File: src/tolerance_leader_clustering_core_defines.svh
// Assertion macros shared by the clustering core.
`ifndef TOLERANCE_LEADER_CLUSTERING_CORE_DEFINES_SVH
`define TOLERANCE_LEADER_CLUSTERING_CORE_DEFINES_SVH

// Same-cycle implication, disabled during reset.
`define TLC_ASSERT_IMPL(label, clk, rst, ante, cons, msg) \
   label: assert property (@(posedge clk) disable iff (rst) (ante) |-> (cons)) \
      else $error(msg);

// Next-cycle implication, disabled during reset.
`define TLC_ASSERT_NEXT(label, clk, rst, ante, cons, msg) \
   label: assert property (@(posedge clk) disable iff (rst) (ante) |=> (cons)) \
      else $error(msg);

`endif

File: src/tlc_pkg.sv
// Types and constants shared by the clustering core and its compare unit.
`default_nettype none
package tlc_pkg;
   localparam int MASS_W      = 36;
   localparam int TIME_W      = 32;
   localparam int INT_W       = 40;
   localparam int SUM_W       = 48;
   localparam int ID_W        = 5;
   localparam int ID_SLOTS    = 32;
   localparam int CSR_INDEX_W = 2;
   localparam int CSR_DATA_W  = 36;

   localparam logic [CSR_INDEX_W-1:0] CSR_MASS_TOL = 2'd0;
   localparam logic [CSR_INDEX_W-1:0] CSR_TIME_TOL = 2'd1;

   localparam logic [MASS_W-1:0] MASS_TOL_RESET = 36'd6554;
   localparam logic [TIME_W-1:0] TIME_TOL_RESET = 32'd3932160;

   typedef struct packed {
      logic [MASS_W-1:0] value_a;
      logic [MASS_W-1:0] value_b;
      logic [MASS_W-1:0] tolerance;
   } tlc_match_req_type;
endpackage
`default_nettype wire

File: src/tlc_match_unit.sv
// Shared tolerance compare unit: absolute difference against a limit.
`default_nettype none
module tlc_match_unit
   import tlc_pkg::*;
(
   input  tlc_match_req_type req,
   output logic              in_range
);
   logic [MASS_W-1:0] diff;

   always_comb begin
      if (req.value_a >= req.value_b) begin
         diff = req.value_a - req.value_b;
      end else begin
         diff = req.value_b - req.value_a;
      end
      in_range = (diff <= req.tolerance);
   end
endmodule
`default_nettype wire

File: src/tolerance_leader_clustering_core.sv
// Top level of the tolerance leader clustering core.
// A feature is taken when start is high and busy is low. The core then checks the
// open clusters' leaders one at a time with a single compare unit that tests mass
// and then time, with a read, a mass compare and a time compare state per leader.
// With end_of_set, every open cluster total follows, read one by one from the
// total memory, each with a read state and an output state.
// Each result word sits on the rsp_ ports for exactly one cycle with rsp_valid
// high; the receiver cannot stall and must take every word as it appears.
`default_nettype none
`include "tolerance_leader_clustering_core_defines.svh"
module tolerance_leader_clustering_core
   import tlc_pkg::*;
#(
   parameter int MAX_CLUSTERS = 32
) (
   input  wire                    clock,
   input  wire                    reset,
   input  wire                    start,
   output logic                   busy,
   input  wire [MASS_W-1:0]       req_feature_mass,
   input  wire [TIME_W-1:0]       req_feature_time,
   input  wire [INT_W-1:0]        req_feature_intensity,
   input  wire                    req_end_of_set,
   output logic                   rsp_valid,
   output logic                   rsp_result_kind,
   output logic [ID_W-1:0]        rsp_cluster_index,
   output logic [SUM_W-1:0]       rsp_total_intensity,
   output logic                   rsp_table_full,
   output logic                   rsp_last_of_run,
   input  wire                    csr_valid,
   output logic                   csr_ready,
   input  wire [CSR_INDEX_W-1:0]  csr_index,
   input  wire [CSR_DATA_W-1:0]   csr_data
);
   localparam int SLOTS = (MAX_CLUSTERS < ID_SLOTS) ? MAX_CLUSTERS : ID_SLOTS;
   localparam int IW    = $clog2(SLOTS);
   localparam int UW    = $clog2(SLOTS + 1);

   typedef enum logic [2:0] {
      ST_IDLE, ST_RD, ST_CMPM, ST_CMPT, ST_SUM, ST_NEW, ST_REP_RD, ST_REP_OUT
   } state_type;

   state_type         state_ff, state_in;
   logic [IW-1:0]     idx_ff, idx_in;
   logic [UW-1:0]     used_ff, used_in;
   logic              mass_ok_ff, mass_ok_in;
   logic [MASS_W-1:0] mass_ff, mass_in;
   logic [TIME_W-1:0] time_ff, time_in;
   logic [INT_W-1:0]  inten_ff, inten_in;
   logic              end_ff, end_in;
   logic [MASS_W-1:0] mass_tol_ff, mass_tol_in;
   logic [TIME_W-1:0] time_tol_ff, time_tol_in;

   logic              rsp_valid_ff, rsp_valid_in;
   logic              rsp_kind_ff, rsp_kind_in;
   logic [ID_W-1:0]   rsp_index_ff, rsp_index_in;
   logic [SUM_W-1:0]  rsp_total_ff, rsp_total_in;
   logic              rsp_full_ff, rsp_full_in;
   logic              rsp_last_ff, rsp_last_in;

   logic [MASS_W-1:0] lead_mass_mem [SLOTS];
   logic [TIME_W-1:0] lead_time_mem [SLOTS];
   logic [SUM_W-1:0]  sum_mem [SLOTS];
   logic [MASS_W-1:0] lm_q_ff;
   logic [TIME_W-1:0] lt_q_ff;
   logic [SUM_W-1:0]  sum_q_ff;

   tlc_match_req_type match_req;
   logic              in_range;
   logic [SUM_W:0]    sum_ext;
   logic [SUM_W-1:0]  sum_sat;
   logic [IW-1:0]     wr_addr;
   logic              lead_we;
   logic              sum_we;
   logic [SUM_W-1:0]  sum_wdata;

   always_comb begin
      match_req.value_a   = mass_ff;
      match_req.value_b   = lm_q_ff;
      match_req.tolerance = mass_tol_ff;
      if (state_ff == ST_CMPT) begin
         match_req.value_a   = {{(MASS_W-TIME_W){1'b0}}, time_ff};
         match_req.value_b   = {{(MASS_W-TIME_W){1'b0}}, lt_q_ff};
         match_req.tolerance = {{(MASS_W-TIME_W){1'b0}}, time_tol_ff};
      end
   end

   tlc_match_unit u_match (
      .req      (match_req),
      .in_range (in_range)
   );

   always_comb begin
      sum_ext = {1'b0, sum_q_ff} + {{(SUM_W+1-INT_W){1'b0}}, inten_ff};
      sum_sat = sum_ext[SUM_W] ? {SUM_W{1'b1}} : sum_ext[SUM_W-1:0];
      wr_addr = (state_ff == ST_NEW) ? used_ff[IW-1:0] : idx_ff;
      lead_we = (state_ff == ST_NEW) && (used_ff < UW'(SLOTS));
      sum_we  = lead_we || (state_ff == ST_SUM);
      sum_wdata = (state_ff == ST_NEW) ? {{(SUM_W-INT_W){1'b0}}, inten_ff} : sum_sat;
   end

   always_ff @(posedge clock) begin
      if (lead_we) begin
         lead_mass_mem[wr_addr] <= mass_ff;
         lead_time_mem[wr_addr] <= time_ff;
      end
      if (sum_we) begin
         sum_mem[wr_addr] <= sum_wdata;
      end
      lm_q_ff  <= lead_mass_mem[idx_ff];
      lt_q_ff  <= lead_time_mem[idx_ff];
      sum_q_ff <= sum_mem[idx_ff];
   end

   always_comb begin
      logic [UW-1:0] used_new;
      used_new     = used_ff;
      state_in     = state_ff;
      idx_in       = idx_ff;
      used_in      = used_ff;
      mass_ok_in   = mass_ok_ff;
      mass_in      = mass_ff;
      time_in      = time_ff;
      inten_in     = inten_ff;
      end_in       = end_ff;
      mass_tol_in  = mass_tol_ff;
      time_tol_in  = time_tol_ff;
      rsp_valid_in = 1'b0;
      rsp_kind_in  = rsp_kind_ff;
      rsp_index_in = rsp_index_ff;
      rsp_total_in = rsp_total_ff;
      rsp_full_in  = rsp_full_ff;
      rsp_last_in  = rsp_last_ff;
      case (state_ff)
         ST_IDLE: begin
            if (start) begin
               mass_in  = req_feature_mass;
               time_in  = req_feature_time;
               inten_in = req_feature_intensity;
               end_in   = req_end_of_set;
               idx_in   = '0;
               state_in = (used_ff == '0) ? ST_NEW : ST_RD;
            end
         end
         ST_RD: begin
            state_in = ST_CMPM;
         end
         ST_CMPM: begin
            mass_ok_in = in_range;
            state_in   = ST_CMPT;
         end
         ST_CMPT: begin
            if (mass_ok_ff && in_range) begin
               state_in = ST_SUM;
            end else if (UW'(idx_ff) + UW'(1) == used_ff) begin
               state_in = ST_NEW;
            end else begin
               idx_in   = idx_ff + IW'(1);
               state_in = ST_RD;
            end
         end
         ST_SUM: begin
            rsp_valid_in = 1'b1;
            rsp_kind_in  = 1'b0;
            rsp_index_in = ID_W'(idx_ff);
            rsp_total_in = '0;
            rsp_full_in  = 1'b0;
            rsp_last_in  = !end_ff;
            if (end_ff) begin
               idx_in   = '0;
               state_in = ST_REP_RD;
            end else begin
               state_in = ST_IDLE;
            end
         end
         ST_NEW: begin
            rsp_valid_in = 1'b1;
            rsp_kind_in  = 1'b0;
            rsp_total_in = '0;
            if (used_ff < UW'(SLOTS)) begin
               used_new     = used_ff + UW'(1);
               rsp_index_in = ID_W'(used_ff);
               rsp_full_in  = 1'b0;
            end else begin
               rsp_index_in = '0;
               rsp_full_in  = 1'b1;
            end
            used_in     = used_new;
            rsp_last_in = !end_ff || (used_new == '0);
            if (end_ff && (used_new != '0)) begin
               idx_in   = '0;
               state_in = ST_REP_RD;
            end else begin
               state_in = ST_IDLE;
            end
         end
         ST_REP_RD: begin
            state_in = ST_REP_OUT;
         end
         ST_REP_OUT: begin
            rsp_valid_in = 1'b1;
            rsp_kind_in  = 1'b1;
            rsp_index_in = ID_W'(idx_ff);
            rsp_total_in = sum_q_ff;
            rsp_full_in  = 1'b0;
            rsp_last_in  = (UW'(idx_ff) + UW'(1) == used_ff);
            if (UW'(idx_ff) + UW'(1) == used_ff) begin
               used_in  = '0;
               state_in = ST_IDLE;
            end else begin
               idx_in   = idx_ff + IW'(1);
               state_in = ST_REP_RD;
            end
         end
         default: begin
            state_in = ST_IDLE;
         end
      endcase
      if (csr_valid) begin
         case (csr_index)
            CSR_MASS_TOL: mass_tol_in = csr_data[MASS_W-1:0];
            CSR_TIME_TOL: time_tol_in = csr_data[TIME_W-1:0];
            default: begin
            end
         endcase
      end
   end

   always_ff @(posedge clock) begin
      if (reset) begin
         state_ff     <= ST_IDLE;
         used_ff      <= '0;
         rsp_valid_ff <= 1'b0;
         mass_tol_ff  <= MASS_TOL_RESET;
         time_tol_ff  <= TIME_TOL_RESET;
      end else begin
         state_ff     <= state_in;
         used_ff      <= used_in;
         rsp_valid_ff <= rsp_valid_in;
         mass_tol_ff  <= mass_tol_in;
         time_tol_ff  <= time_tol_in;
         idx_ff       <= idx_in;
         mass_ok_ff   <= mass_ok_in;
         mass_ff      <= mass_in;
         time_ff      <= time_in;
         inten_ff     <= inten_in;
         end_ff       <= end_in;
         rsp_kind_ff  <= rsp_kind_in;
         rsp_index_ff <= rsp_index_in;
         rsp_total_ff <= rsp_total_in;
         rsp_full_ff  <= rsp_full_in;
         rsp_last_ff  <= rsp_last_in;
      end
   end

   assign busy                = (state_ff != ST_IDLE);
   assign csr_ready           = 1'b1;
   assign rsp_valid           = rsp_valid_ff;
   assign rsp_result_kind     = rsp_kind_ff;
   assign rsp_cluster_index   = rsp_index_ff;
   assign rsp_total_intensity = rsp_total_ff;
   assign rsp_table_full      = rsp_full_ff;
   assign rsp_last_of_run     = rsp_last_ff;

   `TLC_ASSERT_NEXT(a_accept_busy, clock, reset, start && !busy, busy, "accepted word did not raise busy")
   `TLC_ASSERT_IMPL(a_used_bound, clock, reset, 1'b1, used_ff <= UW'(SLOTS), "cluster count past capacity")
   `TLC_ASSERT_IMPL(a_full_only_when_full, clock, reset, rsp_valid && rsp_table_full, used_ff == UW'(SLOTS), "table full word with free slots")
   `TLC_ASSERT_IMPL(a_report_clears, clock, reset, rsp_valid && rsp_result_kind && rsp_last_of_run, used_ff == '0, "table not cleared after last report")
endmodule
`default_nettype wire

File: config.mk
export PLATFORM = sky130hd
export DESIGN_NAME = tolerance_leader_clustering_core
export DESIGN_NICKNAME = d
export VERILOG_FILES = /design/src/tlc_pkg.sv /design/src/tlc_match_unit.sv /design/src/tolerance_leader_clustering_core.sv
export VERILOG_INCLUDE_DIRS = /design/src /design/src/src
export SDC_FILE = /design/constraint.sdc
export NUM_CORES = 2
export LEC_CHECK = 0
export BUFFER_PORTS_ARGS = -buffer_cell sky130_fd_sc_hd__buf_2
export CORE_MARGIN = 10
export CORE_UTILIZATION = 45
export CTS_CLUSTER_SIZE = 40
export DETAILED_ROUTE_END_ITERATION = 8
export SYNTH_ARGS = -nofsm -noshare
export SYNTH_HDL_FRONTEND = slang
export SYNTH_SLANG_ARGS = --single-unit
File: constraint.sdc
create_clock -name clock -period 12.6 [get_ports clock]
set_clock_uncertainty 0.05 [all_clocks]
set_input_delay 1.26 -clock clock [delete_from_list [all_inputs] [get_ports clock]]
set_output_delay 1.26 -clock clock [all_outputs]
set_load 0.02 [all_outputs]
# Word-level counts from Yosys, hierarchy flattened
# Memories as Yosys holds them, arrays and structs flattened. A register that Yosys moved wholly into a read port is not among the register bits.
# Cells that the tools add are included.
[word_totals]
out_inout_bits = 59
reg_bits = 249
mem_count = 3
mem_bits_rw = 3712
elab_cells = 107
inputBits = 151
[classes]
magnitude_cmp = 3
n_addsub = 6
muxes = 35
n_reduce_logical = 29
n_eq_ne = 14
bitwise = 1
[memory_table]
columns = ["memory", "words", "word_bits", "rd", "rd_ports_with_merged_regs", "wr", "line_no", "text"]
rows = [
  ["sum_mem", 32, 48, 1, 1, 1, "tolerance_leader_clustering_core.sv:63", "logic [SUM_W-1:0] sum_mem [SLOTS];"],
  ["lead_mass_mem", 32, 36, 1, 1, 1, "tolerance_leader_clustering_core.sv:61", "logic [MASS_W-1:0] lead_mass_mem [SLOTS];"],
  ["lead_time_mem", 32, 32, 1, 1, 1, "tolerance_leader_clustering_core.sv:62", "logic [TIME_W-1:0] lead_time_mem [SLOTS];"],
]
[op_table]
columns = ["operator", "n"]
rows = [
  ["108-bit two-way mux", 1],
  ["48-bit two-way mux", 2],
  ["48-bit one-hot mux with 2 select lines", 1],
  ["36-bit subtractor", 2],
  ["48-bit by 40-bit adder with 49-bit output", 1],
  ["36-bit greater-or-equal comparator", 1],
  ["36-bit less-or-equal comparator", 1],
  ["36-bit two-way mux", 1],
  ["5-bit two-way mux", 7],
  ["5-bit one-hot mux with 5 select lines", 1],
  ["3-bit one-hot mux with 8 select lines", 1],
  ["3-bit two-way mux", 7],
  ["6-bit two-way mux", 3],
  ["2-bit AND reduction", 7],
  ["3-bit == test (second input constant)", 4],
  ["6-bit zero test", 2],
  ["6-bit one-hot mux with 2 select lines", 1],
  ["5-bit one-hot mux with 2 select lines", 1],
  ["2-bit != test (second input constant)", 4],
  ["5-bit by 1-bit adder with 6-bit output (second input constant)", 1],
  ["6-bit by 1-bit adder with 6-bit output (second input constant)", 1],
  ["3-bit by 2-bit == test with 1-bit output (second input constant)", 2],
  ["6-bit == test", 1],
  ["6-bit less-than comparator (second input constant)", 1],
  ["other kinds (21)", 34],
]

# Longest topological paths before layout
[logic_depth]
word_depth = 8
depth_mapped = 32

# Cells and area by module
# From an unflattened synthesis, not the netlist that was laid out.
[unflattened]
cells_unflattened = 7449
hier_area_um2 = 160719.1
[by_module_without_submodules]
columns = ["module", "cells_per_inst", "seq_area_each_um2", "n_inst", "area_per_inst_um2"]
rows = [
  ["tolerance_leader_clustering_core", 6692, 120485.6, 1, 155634.3],
  ["tlc_match_unit", 757, 0.0, 1, 5084.9],
]

# Worst setup path before layout
# No wires, ideal clock.
[synth_timing]
path_kind = "input -> register"
start = "in reset"
end = "reg end_ff, enable pin"
required_time_ns = 11.817
t_arrival_ns = 9.355
path_slack_ns = 2.462
setup_time_ns = 0.733
stages = 2
cell_sequence = "clkbuf_1 nor3b_1"
[synth_via]
elab_chain_len = 2
[synth_rtl]
columns = ["element", "line_no", "text"]
rows = [
  ["start: declaration", "tolerance_leader_clustering_core.sv:17", "input wire reset,"],
  ["1-bit inverter (no line)", "n/a", ""],
  ["3-bit AND reduction (no line)", "n/a", ""],
  ["end signal: assignment", "tolerance_leader_clustering_core.sv:247", "end_ff <= end_in;"],
  ["end: declaration", "tolerance_leader_clustering_core.sv:50", "logic end_ff, end_in;"],
]
# Every way passes these cells.
# A chain may end at the register's enable or synchronous reset.

# Final worst setup path
[layout_timing]
start = "reg state_ff[2]"
end = "reg idx_ff[4], enable pin"
[layout_via]
elab_chain_len = 8
word_cells_on_any_way = 18
classes_between = "add/sub: 2; order compare: 2; eq/ne: 8; mux: 2; reduce/logical: 4"
[layout_rtl]
columns = ["element", "line_no", "text"]
rows = [
  ["start: declaration", "tolerance_leader_clustering_core.sv:43", "state_type state_ff, state_in;"],
  ["start signal: assignment", "tolerance_leader_clustering_core.sv:237", "state_ff <= state_in;"],
  ["3-bit by 2-bit == test with 1-bit output (*)", "tolerance_leader_clustering_core.sv:81", "if (state_ff == ST_CMPT) begin"],
  ["108-bit two-way mux (*)", "tolerance_leader_clustering_core.sv:81", ""],
  ["36-bit subtractor, or another cell as far along", "tlc_match_unit.sv:15", "diff = req.value_b - req.value_a;"],
  ["36-bit two-way mux", "tlc_match_unit.sv:12", "if (req.value_a >= req.value_b) begin"],
  ["36-bit less-or-equal comparator (*)", "tlc_match_unit.sv:17", "in_range = (diff <= req.tolerance);"],
  ["named net in_range", "tolerance_leader_clustering_core.sv:69", "logic in_range;"],
  ["1-bit logical AND (*)", "tolerance_leader_clustering_core.sv:153", "if (mass_ok_ff && in_range) begin"],
  ["2-bit != test (no line) (*)", "n/a", ""],
  ["6-bit AND reduction (no line) (*)", "n/a", ""],
  ["end signal: assignment", "tolerance_leader_clustering_core.sv:242", "idx_ff <= idx_in;"],
  ["end: declaration", "tolerance_leader_clustering_core.sv:44", "logic [IW-1:0] idx_ff, idx_in;"],
]
# The timed path passes the listed nets; every way through them passes the cells marked *.

==> impl_metrics.csv <==
group,metric,value,unit
final_layout,fin_util,51.3,%
clocking,ctsResizeCount,0,
route,wl_per_cell,33.7,um
pwr,ir_worst_vdd,0.169,mV
clocking,numClockSinks,4077,
critical_path,cp.arrival,9.35,ns
sta,slew_headroom,7.75,%
final_layout,final_area,182000,um^2
die,initial_core_util,45.1,%
critical_path,cp-start-kind,"flop",
sta,setup_slack,3.78,ns
critical_path,rr_worst_depth,25,
die,io_pins,210,
place,preCtsSetupSlack,3.82,ns
critical_path,end_kind,"flop",
outcome,status,"completed",
die,rows,219,
route,wl,447,mm
sta,rsz0062_at_grt,"no",
final_layout,area_growth,13.8,%
yosys,synth-async-reset-ratio,0,%
yosys,synth.distinct_cells,82,
yosys,synth-seq-cells,4077,
yosys,yosysSeqAreaShare,75.2,%
yosys,synth_area_leaders,"edfxtp_1 (73%), mux4_2 (15%), dfxtp_1 (2.4%)",
clocking,hold_buffers,0,
grt,groute.usage.overall,23.0,%
clocking,htree_levels,5,
clocking,clk_pin_slew,0.06,ns
yosys,synth_warnings,0,
pwr,p_per_area,224,nW/um^2
final_layout,drive_gt1_share,28.5,%
critical_path,r2r_setup_slack,3.78,ns
grt,grt_pass1_vias,81900,
critical_path,path_common_cell,"nand2_1",
grt,antenna_found_initial,26,
yosys,synth_cells,7679,
grt,grt_max_degree,100,
yosys,synth.top_cell.area_share,72.7,%
place,gp_congestion,0.879,
yosys,synth_largest_area_cell,"edfxtp_1",
place,io_buffers,208,
place,placed_area,169000,um^2
route,firstDrtPassIters,6,
sta,fmax,113,MHz
sta,setup_tns,0,ns
die,die_y,617,um
die,die_w,617,um
sta,worst_pin_slew,1.38,ns
min_path,hp-class,"flop to flop",
grt,grt-ovfl-total,0,
critical_path,path_class,"flop to flop",
final_layout,nets,8463,
route,drc,0,
place,hpwl,240,mm
critical_path,worst_r2r_startpoint,"state_ff[2]",
route,post_drt_via_cell_ratio,6.16,
clocking,cts.path.max_buffers,4,
route,vias,81800,
clocking,cts_tree,"built",
clocking,cts_setup_buffers,0,
clocking,cts-root-buf,"clkbuf_16",
critical_path,slowest_stage,"a2111oi_1",
job,maxCapViolCount,0,
critical_path,endpoint,"idx_ff[4]",
critical_path,crit_start,"state_ff[2]",
sta,min_period_over_period,70.0,%
clocking,clock_latency,0.97,ns
route,detail-route-antenna-nets,0,
clocking,numCtsBuffers,413,
route,initialDrtViolationCount,10700,
yosys,synth-edff-count,3883,
yosys,yosysMostFrequentCell,"edfxtp_1",
die,coreArea,355000,um^2
sta,maxSlewViolCount,0,
pwr,leakage,58.8,nW
critical_path,r2r_end,"idx_ff[4]",
sta,finalHoldViolCount,0,
sta,finalSetupViolCount,0,
yosys,synth_nets,7984,
critical_path,required,13.13,ns
critical_path,worstPathMaxFanout,49,
yosys,yosys_most_used_dff,"edfxtp_1",
critical_path,critPathMaxStageDelay,0.99,ns
yosys,syn_area_per_cell,20.9,um^2
die,die_area,380000,um^2
yosys,synth_commonest_cells,"edfxtp_1 (3,883), mux4_2 (1,082), nand2_1 (401), clkbuf_1 (276), nor2_1 (215)",
yosys,netlist_area,160000,um^2
sta,period_minus_slack,8.82,ns
grt,grt_first_pass_wirelength,631,mm
## where the power goes
part / internal, mW / switching, mW
clock network: 7.25 / 5.18
logic: 3.88 / 6.51
registers: 17.6 / 0.512
total: 28.7 / 12.2
## state kept, by name, summed over array words and instances (netlist names), 3 cells and up
signal / flops
used_ff: 6
mass_ff: 36
time_tol_ff: 32
mass_tol_ff: 36
rsp_total_intensity: 48
sum_q_ff: 48
lt_q_ff: 32
lead_mass_mem: 1152
sum_mem: 1536
inten_ff: 40
idx_ff: 5
rsp_cluster_index: 5
lead_time_mem: 1024
lm_q_ff: 36
state_ff: 3
time_ff: 32
## layout by cell type, fill, tap and decap left out, drive strengths merged, types with 44 or more instances in the layout
| cell type | Yosys | routed |
|---|---|---|
| o21ai | 134 | 134 |
| mux2i | 170 | 170 |
| inv | 114 | 128 |
| edfxtp | 3883 | 3883 |
| nor2 | 215 | 215 |
| nand2 | 401 | 401 |
| dfxtp | 194 | 194 |
| xnor2 | 44 | 44 |
| ha | 151 | 151 |
| a21oi | 194 | 194 |
| and2 | 55 | 55 |
| a21o | 68 | 68 |
| mux2 | 97 | 97 |
| clkbuf | 276 | 556 |
| buf | 129 | 469 |
| mux4 | 1082 | 1082 |
| clkinv | 1 | 145 |
## how the worst min path moves through the flow
stage                               startpoint         endpoint  depth (start not counted)
after floorplan                time_tol_ff[10]  time_tol_ff[10]                          2
after global placement          time_tol_ff[1]   time_tol_ff[1]                          2
after detailed placement       time_tol_ff[22]  time_tol_ff[22]                          2
after CTS                 req_feature_mass[22]      mass_ff[22]                          1
after global routing      req_feature_mass[23]      mass_ff[23]                          1
final                          time_tol_ff[23]  time_tol_ff[23]                          2
## cell type report
| class | instances | area [um^2] |
|---|---|---|
| fill | 27800 | 173000 |
| sequential | 4077 | 120000 |
| multi-input combinational | 3082 | 38600 |
| clock buffer | 556 | 11500 |
| tap | 4751 | 5940 |
| timing repair buffer | 469 | 3160 |
| clock inverter | 220 | 2330 |
| inverter | 115 | 447 |
| antenna | 3 | 7.51 |
## per-stage QoR
stage	power, mW	hold WS, ns	instances
final	40.9	0.406	13300
after global routing	42.6	0.382	13300
after CTS	41.1	0.347	13300
after detailed placement	28.7	0.396	12500
after global placement	28.5	0.392	12500
after floorplan	25.1	0.386	7679
## worst max-delay path: cells and delay by family (launching register included)
kind                       cells  cell delay [ns]
AOI/OAI and AO/OA              9             3.43
buffers and inverters          3             1.42
DFF                            1             0.75
xor gates and xnor gates       1             0.12
adders and majority gates      2             0.65
and+or+nand+nor               10             1.91
## cell families (layout without fill, tap and decap cells)
kind of cell | Yosys count | count (layout) | share of synthesized area [%]
and+or+nand+nor | 859 | 859 | 2.38
buffers and inverters | 520 | 1360 | 1.28
muxes | 1349 | 1349 | 16.9
xor gates and xnor gates | 80 | 80 | 0.437
DFF | 4077 | 4077 | 75.2
AOI/OAI and AO/OA | 639 | 639 | 2.58
other | 1 | 4 | 0.00234
adders and majority gates | 154 | 154 | 1.22
## metal layers
metal | track usage, % | up-vias | share of wire (%)
li1 | - | 32700 | -
met1 | 34.5 | 44400 | 42
met2 | 35.9 | 4012 | 47
met3 | 3.66 | 624 | 8.6
met4 | 5.28 | 2 | 2.4
met5 | 0 | - | 0.0029
(Power assumes the default switching activity.)
